File: config.mk
export PLATFORM = sky130hd
export DESIGN_NAME = task_deadline_lease_monitor
export DESIGN_NICKNAME = d
export VERILOG_FILES = /design/src/rtl/tdlm_pkg.sv /design/src/rtl/task_deadline_lease_monitor.sv /design/src/rtl/tdlm_cmp.sv
export SDC_FILE = /design/constraint.sdc
export NUM_CORES = 2
export LEC_CHECK = 0
export BUFFER_PORTS_ARGS = -buffer_cell sky130_fd_sc_hd__buf_4
export CAP_MARGIN = 40
export CELL_PAD_IN_SITES_DETAIL_PLACEMENT = 1
export CELL_PAD_IN_SITES_GLOBAL_PLACEMENT = 2
export CORE_ASPECT_RATIO = 0.75
export CORE_UTILIZATION = 43
export CTS_BUF_LIST = sky130_fd_sc_hd__clkbuf_16
export CTS_CLUSTER_DIAMETER = 80
export DETAILED_ROUTE_END_ITERATION = 16
export GPL_TIMING_DRIVEN = 0
export PLACE_DENSITY = 0.76
export SLEW_MARGIN = 25
export SYNTH_ARGS = -nofsm -noshare
export SYNTH_HDL_FRONTEND = slang
export SYNTH_SLANG_ARGS = --single-unit
File: constraint.sdc
create_clock -name clk -period 7.7 [get_ports clk]
set_clock_uncertainty 0.15 [all_clocks]
set_input_delay 0.77 -clock clk [delete_from_list [all_inputs] [get_ports clk]]
set_output_delay 0.77 -clock clk [all_outputs]
set_load 0.02 [all_outputs]
File: src/rtl/tdlm_pkg.sv
// Package with shared constants and types of the task deadline lease monitor.
`timescale 1ns / 1ps
package tdlm_pkg;
	localparam int TASK_COUNT_DEF = 8;
	localparam logic [30:0] MAX_LEASE_RST = 31'd60000;
	localparam logic [2:0] OP_REGISTER = 3'd0;
	localparam logic [2:0] OP_ARM      = 3'd1;
	localparam logic [2:0] OP_CHECK    = 3'd2;
	localparam logic [2:0] OP_PROGRESS = 3'd3;
	localparam logic [2:0] OP_BEGIN    = 3'd4;
	localparam logic [2:0] OP_END      = 3'd5;
	localparam logic [2:0] OP_STABLE   = 3'd6;
	localparam logic [2:0] OP_NONE     = 3'd7;

	// Request to the shared subtract-and-compare unit.
	typedef struct packed {
		logic [31:0] a;
		logic [31:0] b;
		logic [31:0] limit;
	} cmp_req_t;
endpackage

File: src/rtl/task_deadline_lease_monitor.sv
// Top level of the task deadline lease monitor.
`timescale 1ns / 1ps
// Watchdog over up to TASK_COUNT tasks. Each command takes one transfer and
// gives one result. A command walks the task slots one at a time through a
// single shared subtract-and-compare unit (request in one cycle, registered
// answer in the next); a stable_for that reaches the duration compare then
// runs one more compare before its result. Register, arm and the unused opcode
// skip the scan, as does a command that fails before it. The block takes no
// command while one is in flight or its result waits.
module task_deadline_lease_monitor #(
	parameter int TASK_COUNT = tdlm_pkg::TASK_COUNT_DEF
) (
	input  logic        clk,
	input  logic        arst_n,
	input  logic        in_valid,
	output logic        in_stall,
	input  logic [2:0]  opcode,
	input  logic [7:0]  task_id,
	input  logic [31:0] value,
	input  logic [31:0] now_ms,
	output logic        out_valid,
	input  logic        out_stall,
	output logic        ok,
	output logic [7:0]  faults,
	output logic        is_stable,
	output logic        is_armed,
	input  logic        cfg_valid,
	output logic        cfg_ready,
	input  logic [30:0] cfg_data
);
	localparam int IW = (TASK_COUNT > 1) ? $clog2(TASK_COUNT) : 1;
	localparam logic [2:0] ST_IDLE = 3'd0, ST_REQ = 3'd1, ST_ACK = 3'd2,
		ST_POST = 3'd3, ST_SQRY = 3'd4, ST_SACK = 3'd5, ST_OUT = 3'd6;

	logic [2:0]  state_q;
	logic [2:0]  op_q;
	logic [7:0]  id_q;
	logic [31:0] val_q, now_q;
	logic [IW:0] idx_q;
	logic        allseen_q;
	logic [30:0] max_lease_q;
	logic [7:0]  reg_q, fault_q;
	logic        armed_q, stable_q;
	logic [31:0] hstart_q;
	logic [31:0] beat_q [TASK_COUNT];
	logic [30:0] dl_q   [TASK_COUNT];
	logic [31:0] lbeg_q [TASK_COUNT];
	logic [30:0] llen_q [TASK_COUNT];
	logic [TASK_COUNT-1:0] held_q;
	logic [1:0]  seen_q [TASK_COUNT];

	tdlm_pkg::cmp_req_t req;
	logic ge_q;
	logic [IW-1:0] ix;
	logic [IW-1:0] tid;
	logic id_ok, id_reg, any_held, pre_ok;
	logic [7:0] fault_nx;

	tdlm_cmp u_cmp (.clk(clk), .req(req), .ge_q(ge_q));

	assign ix  = idx_q[IW-1:0];
	assign tid = id_q[IW-1:0];
	assign id_ok  = ({24'd0, id_q} < TASK_COUNT);
	assign id_reg = id_ok && reg_q[id_q[2:0]];
	assign in_stall  = (state_q != ST_IDLE);
	assign cfg_ready = (state_q == ST_IDLE);
	assign out_valid = (state_q == ST_OUT);
	assign faults    = fault_q;
	assign is_stable = stable_q;
	assign is_armed  = armed_q;

	always_comb begin
		any_held = 1'b0;
		for (int i = 0; i < TASK_COUNT; i++) begin
			if (reg_q[i] && held_q[i]) any_held = 1'b1;
		end
	end

	always_comb begin
		req = '0;
		if (state_q == ST_SQRY) begin
			// The healthy start moves to now when the check makes the block stable.
			req.a = now_q;
			req.b = (allseen_q && !stable_q) ? now_q : hstart_q;
			req.limit = val_q;
		end else if (held_q[ix]) begin
			req.a = now_q;
			req.b = lbeg_q[ix];
			req.limit = {1'b0, llen_q[ix]};
		end else begin
			req.a = now_q;
			req.b = beat_q[ix];
			req.limit = {1'b0, dl_q[ix]};
		end
	end

	// Conditions that a command tests before the check runs.
	always_comb begin
		case (op_q)
			tdlm_pkg::OP_CHECK:    pre_ok = 1'b1;
			tdlm_pkg::OP_PROGRESS: pre_ok = id_reg;
			tdlm_pkg::OP_BEGIN:    pre_ok = id_reg && (val_q != 32'd0) &&
				(val_q <= {1'b0, max_lease_q});
			tdlm_pkg::OP_END:      pre_ok = id_reg && held_q[tid];
			tdlm_pkg::OP_STABLE:   pre_ok = 1'b1;
			default:               pre_ok = 1'b0;
		endcase
	end

	assign fault_nx = fault_q;

	always_ff @(posedge clk or negedge arst_n) begin
		if (!arst_n) begin
			state_q <= ST_IDLE;
			op_q <= '0;
			id_q <= '0;
			val_q <= '0;
			now_q <= '0;
			max_lease_q <= tdlm_pkg::MAX_LEASE_RST;
			reg_q <= '0;
			fault_q <= '0;
			armed_q <= 1'b0;
			stable_q <= 1'b0;
			hstart_q <= '0;
			held_q <= '0;
			ok <= 1'b0;
			idx_q <= '0;
			allseen_q <= 1'b0;
			for (int i = 0; i < TASK_COUNT; i++) begin
				beat_q[i] <= '0;
				dl_q[i] <= '0;
				lbeg_q[i] <= '0;
				llen_q[i] <= '0;
				seen_q[i] <= '0;
			end
		end else begin
			case (state_q)
				ST_IDLE: begin
					if (cfg_valid) max_lease_q <= cfg_data;
					if (in_valid) begin
						op_q <= opcode;
						id_q <= task_id;
						val_q <= value;
						now_q <= now_ms;
						idx_q <= '0;
						allseen_q <= 1'b1;
						case (opcode)
							tdlm_pkg::OP_REGISTER: begin
								if (!armed_q && ({24'd0, task_id} < TASK_COUNT) &&
									value != 32'd0 && !value[31] &&
									!reg_q[task_id[2:0]]) begin
									beat_q[task_id[IW-1:0]] <= now_ms;
									dl_q[task_id[IW-1:0]] <= value[30:0];
									lbeg_q[task_id[IW-1:0]] <= '0;
									llen_q[task_id[IW-1:0]] <= '0;
									held_q[task_id[IW-1:0]] <= 1'b0;
									seen_q[task_id[IW-1:0]] <= '0;
									reg_q[task_id[2:0]] <= 1'b1;
									ok <= 1'b1;
								end else ok <= 1'b0;
								state_q <= ST_OUT;
							end
							tdlm_pkg::OP_ARM: begin
								if (!armed_q && value[7:0] != 8'd0 &&
									reg_q == value[7:0] && fault_q == 8'd0) begin
									armed_q <= 1'b1;
									stable_q <= 1'b0;
									for (int i = 0; i < TASK_COUNT; i++) begin
										if (reg_q[i]) begin
											beat_q[i] <= now_ms;
											seen_q[i] <= '0;
										end
									end
									ok <= 1'b1;
								end else ok <= 1'b0;
								state_q <= ST_OUT;
							end
							tdlm_pkg::OP_CHECK, tdlm_pkg::OP_PROGRESS,
							tdlm_pkg::OP_BEGIN, tdlm_pkg::OP_END,
							tdlm_pkg::OP_STABLE: begin
								ok <= 1'b0;
								state_q <= ST_POST;
							end
							default: begin
								ok <= 1'b0;
								state_q <= ST_OUT;
							end
						endcase
					end
				end
				ST_POST: begin
					// Fail before the scan when an earlier condition fails or the block is not armed.
					if (!pre_ok || !armed_q) state_q <= ST_OUT;
					else state_q <= ST_REQ;
				end
				ST_REQ: begin
					if (reg_q[ix] && seen_q[ix] < 2'd2) allseen_q <= 1'b0;
					state_q <= ST_ACK;
				end
				ST_ACK: begin
					if (reg_q[ix] && ge_q) fault_q[ix] <= 1'b1;
					if (idx_q == (IW + 1)'(TASK_COUNT - 1)) state_q <= ST_SQRY;
					else begin
						idx_q <= idx_q + 1'b1;
						state_q <= ST_REQ;
					end
				end
				ST_SQRY: begin
					// Finish the check, then apply the command.
					if (fault_nx == 8'd0 && op_q == tdlm_pkg::OP_STABLE &&
						(stable_q || allseen_q) && !val_q[31] && !any_held)
						state_q <= ST_SACK;
					else state_q <= ST_OUT;
					if (fault_nx != 8'd0) stable_q <= 1'b0;
					else begin
						if (allseen_q && !stable_q) begin
							stable_q <= 1'b1;
							hstart_q <= now_q;
						end
						case (op_q)
							tdlm_pkg::OP_CHECK: ok <= 1'b1;
							tdlm_pkg::OP_PROGRESS: if (!held_q[tid]) begin
								beat_q[tid] <= now_q;
								if (seen_q[tid] < 2'd2) seen_q[tid] <= seen_q[tid] + 2'd1;
								ok <= 1'b1;
							end
							tdlm_pkg::OP_BEGIN: if (!held_q[tid]) begin
								lbeg_q[tid] <= now_q;
								llen_q[tid] <= val_q[30:0];
								held_q[tid] <= 1'b1;
								ok <= 1'b1;
							end
							tdlm_pkg::OP_END: begin
								beat_q[tid] <= now_q;
								held_q[tid] <= 1'b0;
								if (seen_q[tid] < 2'd2) seen_q[tid] <= seen_q[tid] + 2'd1;
								ok <= 1'b1;
							end
							default: ;
						endcase
					end
				end
				ST_SACK: begin
					// The compare ran on the updated healthy start in the previous cycle.
					ok <= ge_q;
					state_q <= ST_OUT;
				end
				ST_OUT: begin
					if (!out_stall) state_q <= ST_IDLE;
				end
				default: state_q <= ST_IDLE;
			endcase
		end
	end
endmodule

File: src/rtl/tdlm_cmp.sv
// Shared unit: registered test of (a - b) modulo 2^32 against a limit.
`timescale 1ns / 1ps
module tdlm_cmp (
	input  logic              clk,
	input  tdlm_pkg::cmp_req_t req,
	output logic              ge_q
);
	logic [31:0] diff;
	assign diff = req.a - req.b;
	always_ff @(posedge clk) begin
		ge_q <= (diff >= req.limit);
	end
endmodule
* Word level (Yosys, flattened, before mapping)
Index checks and enable logic that the tools add are counted.
** Word-level totals
- Flip-flop bits (word level) :: 1198
- Bits in read-only memories :: 0
- RAM bits :: 0
- Latch bits :: 0
- Memories :: 0
** Cells by class
- Eq/ne operators :: 48
- Bitwise logic cells :: 17
- Mux-type cells :: 145
- Reductions and logical operators :: 77
- Multipliers :: 0
- Magnitude comparators :: 17
- Divide/modulo/power cells :: 0
- Shift-type cells :: 0
- Add/subtract/negate cells :: 3
** Operators by type and width (count)
- 256-bit two-way mux :: 11
- 256-bit one-hot mux with 2 select lines :: 4
- 248-bit two-way mux :: 6
- 256-bit bitwise mux :: 3
- 248-bit bitwise mux :: 2
- 248-bit one-hot mux with 2 select lines :: 1
- 32-bit two-way mux :: 15
- 256-bit AND :: 1
- 256-bit NOT :: 1
- 248-bit AND :: 1
- 248-bit NOT :: 1
- 32-bit binary-select mux with 3-bit select :: 2
- 32-bit demux with 3-bit select :: 2
- 31-bit binary-select mux with 3-bit select :: 2
- 31-bit demux with 3-bit select :: 2
- 31-bit two-way mux :: 6
- 64-bit two-way mux :: 2
- 16-bit two-way mux :: 6
- 16-bit one-hot mux with 2 select lines :: 3
- 9-bit AND reduction :: 8
- 32-bit nonzero test :: 2
- 3-bit != test (second input constant) :: 14
- 8-bit two-way mux :: 5
- 32-bit greater-or-equal comparator :: 1
- 55 further kinds :: 206

* Logic depth before layout (Yosys ltp)
- Word-level depth :: 13
- Mapped depth :: 30
- Mapped depth without buffers :: 26

* Modules after synthesis
A second synthesis with hierarchy kept.
** Second synthesis, totals
- Cells, all modules :: 5281
- Area, all modules :: 58018.1 sq um
** By module, submodules not included
- task_deadline_lease_monitor :: times used 1, cells each 4899, area each 55331.8 sq um
- tdlm_cmp :: times used 1, cells each 382, area each 2686.3 sq um

* Worst setup path before layout
Ideal clock, no wire load.
- Kind :: register to register
- From :: reg idx_q[0]
- To :: reg u_cmp.ge_q
- Data arrival time :: 5776 ps
- Clock period less this slack :: 6044 ps
- Library setup time :: 119 ps
- Buffers on the path :: 5
- Setup slack :: 1656 ps
- Stages on the path, launching flop included :: 28
- Required time :: 7431 ps
- Cells stage by stage :: dfrtp_1 > clkbuf_1 > and3b_1 > clkbuf_1 > a221oi_1 > and4_1 > clkbuf_1 > clkbuf_1 > clkbuf_1 > a31oi_1 > o21ai_0 > ha_1 > a21o_1 > a21o_1 > a21o_1 > or3_1 > o221a_2 > o31ai_1 > a21boi_0 > ha_1 > a21o_1 > a21o_1 > a21o_1 > a21o_1 > a21o_1 > a21o_1 > a21oi_1 > nand2_1
** Between the ends
- Word-level cells in the longest chain between the ends :: 8
- Elaborated cells on any way between the ends :: 19
- Classes of those cells :: add/sub: 1; order compare: 1; mux: 16; bitwise: 1
** RTL lines
- start, declared :: line task_deadline_lease_monitor.sv:39 : logic [IW:0] idx_q;
- start signal, assigned :: line task_deadline_lease_monitor.sv:204 : idx_q <= idx_q + 1'b1;
- 3-bit NOT with 4-bit output (implied by the code)
- 32-bit binary-select mux with 3-bit select, on equally long branches :: line task_deadline_lease_monitor.sv:92, task_deadline_lease_monitor.sv:88
- 32-bit two-way mux, on equally long branches (2 in a row) :: line task_deadline_lease_monitor.sv:92, task_deadline_lease_monitor.sv:88
- 64-bit two-way mux (*) :: line task_deadline_lease_monitor.sv:86 : end else if (held_q[ix]) begin
- 64-bit two-way mux (*) :: line task_deadline_lease_monitor.sv:81 : if (state_q == ST_SQRY) begin
- 32-bit subtractor :: line tdlm_cmp.sv:9 : assign diff = req.a - req.b;
- 32-bit greater-or-equal comparator (*) :: line tdlm_cmp.sv:11 : ge_q <= (diff >= req.limit);
- end signal, assigned :: line tdlm_cmp.sv:11
- end, declared :: line tdlm_cmp.sv:6 : output logic ge_q
Every way passes the cells marked *; elsewhere a longest branch is shown, timed or not. The select of a mux whose other input is x is not followed.
A chain may end at the register's enable or synchronous reset.

* Final worst setup path
Ends and elaborated chain as after synthesis.

==> results.txt <==
----------------------------------------------------
[Clock tree]
  Number of H-tree branching levels ... 4
  Reg clk slew, reported paths ... 70 ps
  Cell at the root of the clock tree ... sky130_fd_sc_hd__clkbuf_16
  Latest clock arrival within the worst-skew pair ... 800 ps
  Buffer levels on the longest clock path ... 3
  CTS tree ... built
  TritonCTS Buffers ... 131
  Clk sink count ... 1198

[Worst setup path]
  Critical register-to-register path endpoint ... u_cmp.ge_q
  End of the critical path ... u_cmp.ge_q
  Reg2reg start ... idx_q[0]
  CP Class ... register to register
  Depth of the worst register-to-register path ... 27
  Worst-case register-to-register setup slack ... 40 ps
  Data required time at the worst endpoint ... 8240 ps
  Arrival time of the worst setup path ... 8200 ps
  Crit path launch type ... register
  Biggest fanout along the worst timing path ... 10
  Worst Setup End Kind ... register
  Setup crit start ... idx_q[0]

[Synth]
  Flip-flop and latch count after synthesis ... 1198
  Share of synthesized area occupied by flip-flops and latches ... 52.2%
  Mean post-synth cell area ... 10.9 um2
  Synth Cell Area ... 57500 um2
  Post-Syn Nets ... 5464
  Synth cell types ... 78
  Fraction of registers with async set/reset ... 99.9%
  Most used DFF post-synth ... sky130_fd_sc_hd__dfrtp_1
  Yosys synthesis warning count ... 0
  Number of enable-type register cells in the synthesized netlist ... 0
  Gate count after technology mapping ... 5256

[Drt]
  Final routed DRC violation total ... 0
  Number of vias per cell ... 6.72
  Detailed-route wire length per cell ... 37.0 um
  Drt first pass iters ... 9
  Total length of routed wires ... 277000 um
  Overall via count from detail_route ... 50300
  Post-Route M1 WL ... 120000 um
  Initial drt markers ... 6672
  Met2 routed WL ... 108000 um
  Antenna viol nets, final ... 0
  Uppermost signal routing layer after detailed routing ... met5
  DR WL met3 ... 35800 um

[Layout]
  Number of nets in the layout ... 5829
  Area growth from synthesis to final layout ... 16.2%
  Share of post-route cells with drive strength above 1 ... 20.2%
  Most frequent cells in the layout ... sky130_fd_sc_hd__dfrtp_1, sky130_fd_sc_hd__nand2_1, sky130_fd_sc_hd__a22o_1
  # fillers ... 14100
  Design area ... 66800 um2
  Most common cell after layout, fill and taps aside ... sky130_fd_sc_hd__dfrtp_1

[Floorplanning]
  Chip Height ... 319 um
  Total die area ... 135000 um2
  Top-Level Pins ... 125
  Initial core utilization ... 43.6%
  Area of the core region ... 132000 um2
  Floorplan row count ... 115
  Die X ... 424 um

[Job]
  # Max-Cap Violations ... 0

[Timing]
  Final Hold Vio Count ... 0
  Period utilisation layout ... 99.4%
  Worst slew margin ... 33.3%
  Top achievable clock speed ... 131 MHz
  Slew of the pin with the lowest slew margin ... 998 ps
  Final critical path time including I/O delays and setup ... 7660 ps
  Final setup violation count ... 0
  Fin. max-slew vios ... 0

[Place]
  Number of buffers added on ports ... 101
  Dpl cell area ... 62300 um2
  Placer's final routability congestion estimate ... 0.954
  Total half-perimeter wirelength after legalization and detailed placement ... 200000 um

[Pwr]
  Power per cell area ... 468 nW/um2
  P_leak ... 0.0308 uW
  Maximum ir drop on the vdd rail ... 361 uV
  Total chip power ... 31300 uW

[Global route]
  Overall global routing resource usage ... 40.8%
  Antenna violations before repair ... 23
  Via count of the first global-routing pass ... 50400
  Global-route wire length before repair ... 392000 um
  GRT overflow ... 0
  Pin count of the biggest net entering global routing ... 128

[Run status]
  Status ... finished clean

[Worst hold path]
  Hold WC Path Type ... primary input to register

----------------------------------------------------
Yosys cell counts, types with 21 or more instances:
library cell	n	area share (%)
sky130_fd_sc_hd__a21o_1	40	0.52
sky130_fd_sc_hd__a21oi_1	52	0.45
sky130_fd_sc_hd__a221oi_1	95	1.4
sky130_fd_sc_hd__a22o_1	596	9.1
sky130_fd_sc_hd__a22oi_1	322	4.2
sky130_fd_sc_hd__a31oi_1	42	0.46
sky130_fd_sc_hd__buf_1	39	0.25
sky130_fd_sc_hd__buf_2	62	0.54
sky130_fd_sc_hd__clkbuf_1	420	2.7
sky130_fd_sc_hd__dfrtp_1	1190	52
sky130_fd_sc_hd__ha_1	96	2.1
sky130_fd_sc_hd__inv_1	49	0.32
sky130_fd_sc_hd__mux2_1	23	0.45
sky130_fd_sc_hd__mux2_2	517	10
sky130_fd_sc_hd__mux2i_1	45	0.78
sky130_fd_sc_hd__nand2_1	681	4.4
sky130_fd_sc_hd__nand3_1	30	0.26
sky130_fd_sc_hd__nand4_1	111	1.2
sky130_fd_sc_hd__nor2_1	88	0.57
sky130_fd_sc_hd__nor3_1	22	0.19
sky130_fd_sc_hd__nor4_1	21	0.23
sky130_fd_sc_hd__o21ai_0	428	3.7
sky130_fd_sc_hd__o22ai_1	23	0.25
what timing repair did:
item | in CTS | in global routing
gates resized for setup | 50 | 30
pin swaps | 0 | 2
hold buffers | 10 | 0
endpoints found under the setup margin | 1 | 1
setup buffers | 0 | 1
endpoints found under the hold margin | 96 | 0
cloned | 0 | 0
layer usage:
layer	vias up	track usage, %
met5	-	0
met4	12	18.1
met3	609	15.4
met2	2926	53.3
met1	26400	59.3
li1	20300	-
cell type report:
cell class / instances / area (um2) / area share [%]
Sequential cell: 1198 / 30000 / 44.9
Multi-Input combinational cell: 3476 / 25400 / 38.0
Clock buffer: 131 / 3280 / 4.91
Timing Repair Buffer: 241 / 2770 / 4.14
Buffer: 521 / 2240 / 3.36
Tap cell: 1755 / 2200 / 3.29
Clock inverter: 97 / 701 / 1.05
Inverter: 52 / 195 / 0.292
Antenna cell: 13 / 32.5 / 0.0487
report_power, final:
part / switching [uW] / internal (uW)
clock network: 2900 / 3240
logic: 10600 / 5260
registers: 1180 / 8080
total: 14700 / 16600
worst min path at each step:
| stage | start | end | slack, ps | cells after the start |
|---|---|---|---|---|
| 2_1_floorplan | id_q[5] | id_q[5] | 290 | 2 |
| 3_3_place_gp | id_q[6] | id_q[6] | 300 | 2 |
| 3_5_place_dp | id_q[5] | id_q[5] | 320 | 2 |
| 4_1_cts | cfg_data[26] | max_lease_q[26] | 2 | 3 |
| 5_1_grt | now_ms[11] | now_q[11] | 40 | 3 |
| 6_report | cfg_data[5] | max_lease_q[5] | 40 | 3 |
flip-flops by register name (all words and copies together) (netlist names), named ones only:
register	flops
val_q	32
hstart_q	32
op_q	3
llen_q	248
lbeg_q	256
faults	8
ok	1
seen_q	16
dl_q	248
beat_q	256
is_armed	1
state_q	3
id_q	8
reg_q	8
max_lease_q	31
now_q	32
idx_q	4
u_cmp.ge_q	1
allseen_q	1
is_stable	1
cell families (layout without fill, tap and decap cells):
group	count (synthesis)	count (layout)	share of synthesized area [%]
AOI/OAI and AO/OA	1708	1708	21.7
DFF	1198	1198	52.2
and+or+nand+nor	1055	1055	8.16
muxes	587	587	11.4
buffers and inverters	582	1042	3.97
adders and majority gates	97	97	2.12
xor gates and xnor gates	29	29	0.442
other	0	13	0
worst max-delay path, cell delays in order, from the launching register on:
cell                        delay, ps
sky130_fd_sc_hd__dfrtp_1          460
sky130_fd_sc_hd__clkbuf_2         260
sky130_fd_sc_hd__nor3b_1          210
sky130_fd_sc_hd__clkbuf_2         320
sky130_fd_sc_hd__clkbuf_4         470
sky130_fd_sc_hd__clkbuf_2         580
sky130_fd_sc_hd__a22oi_1          180
sky130_fd_sc_hd__nand4_1          310
sky130_fd_sc_hd__o211ai_1         120
sky130_fd_sc_hd__o21ai_0          140
sky130_fd_sc_hd__ha_1             290
sky130_fd_sc_hd__inv_1             80
sky130_fd_sc_hd__fa_1             440
sky130_fd_sc_hd__nand3_1           90
sky130_fd_sc_hd__nand2_1          130
sky130_fd_sc_hd__a41oi_4          340
sky130_fd_sc_hd__o22ai_2          210
sky130_fd_sc_hd__or2_2            380
sky130_fd_sc_hd__a21o_1           200
sky130_fd_sc_hd__a21oi_1          170
sky130_fd_sc_hd__xnor2_1          160
sky130_fd_sc_hd__ha_1             350
sky130_fd_sc_hd__nand4_1          130
sky130_fd_sc_hd__nor2_2           280
sky130_fd_sc_hd__o2111ai_1        180
sky130_fd_sc_hd__a211oi_2         370
sky130_fd_sc_hd__o21ai_0          210
sky130_fd_sc_hd__nand2_2          270
through the flow:
stage | worst slack (ps) | TNS [ps] | hold WS [ps] | std cells | util, %
floorplan | 1660 | 0 | 287 | 5256 | -
global placement | -9450 | - | 304 | 7112 | 45.9
detailed placement | -1730 | -1730 | 316 | 7225 | 47.3
CTS | 0.636 | 0 | 1.50 | 7458 | 50.5
global route | -4.42 | -4.42 | 39.3 | 7471 | 50.7
finish | 42.8 | 0 | 38.2 | 7484 | 50.7
(Power assumes the default switching activity.)
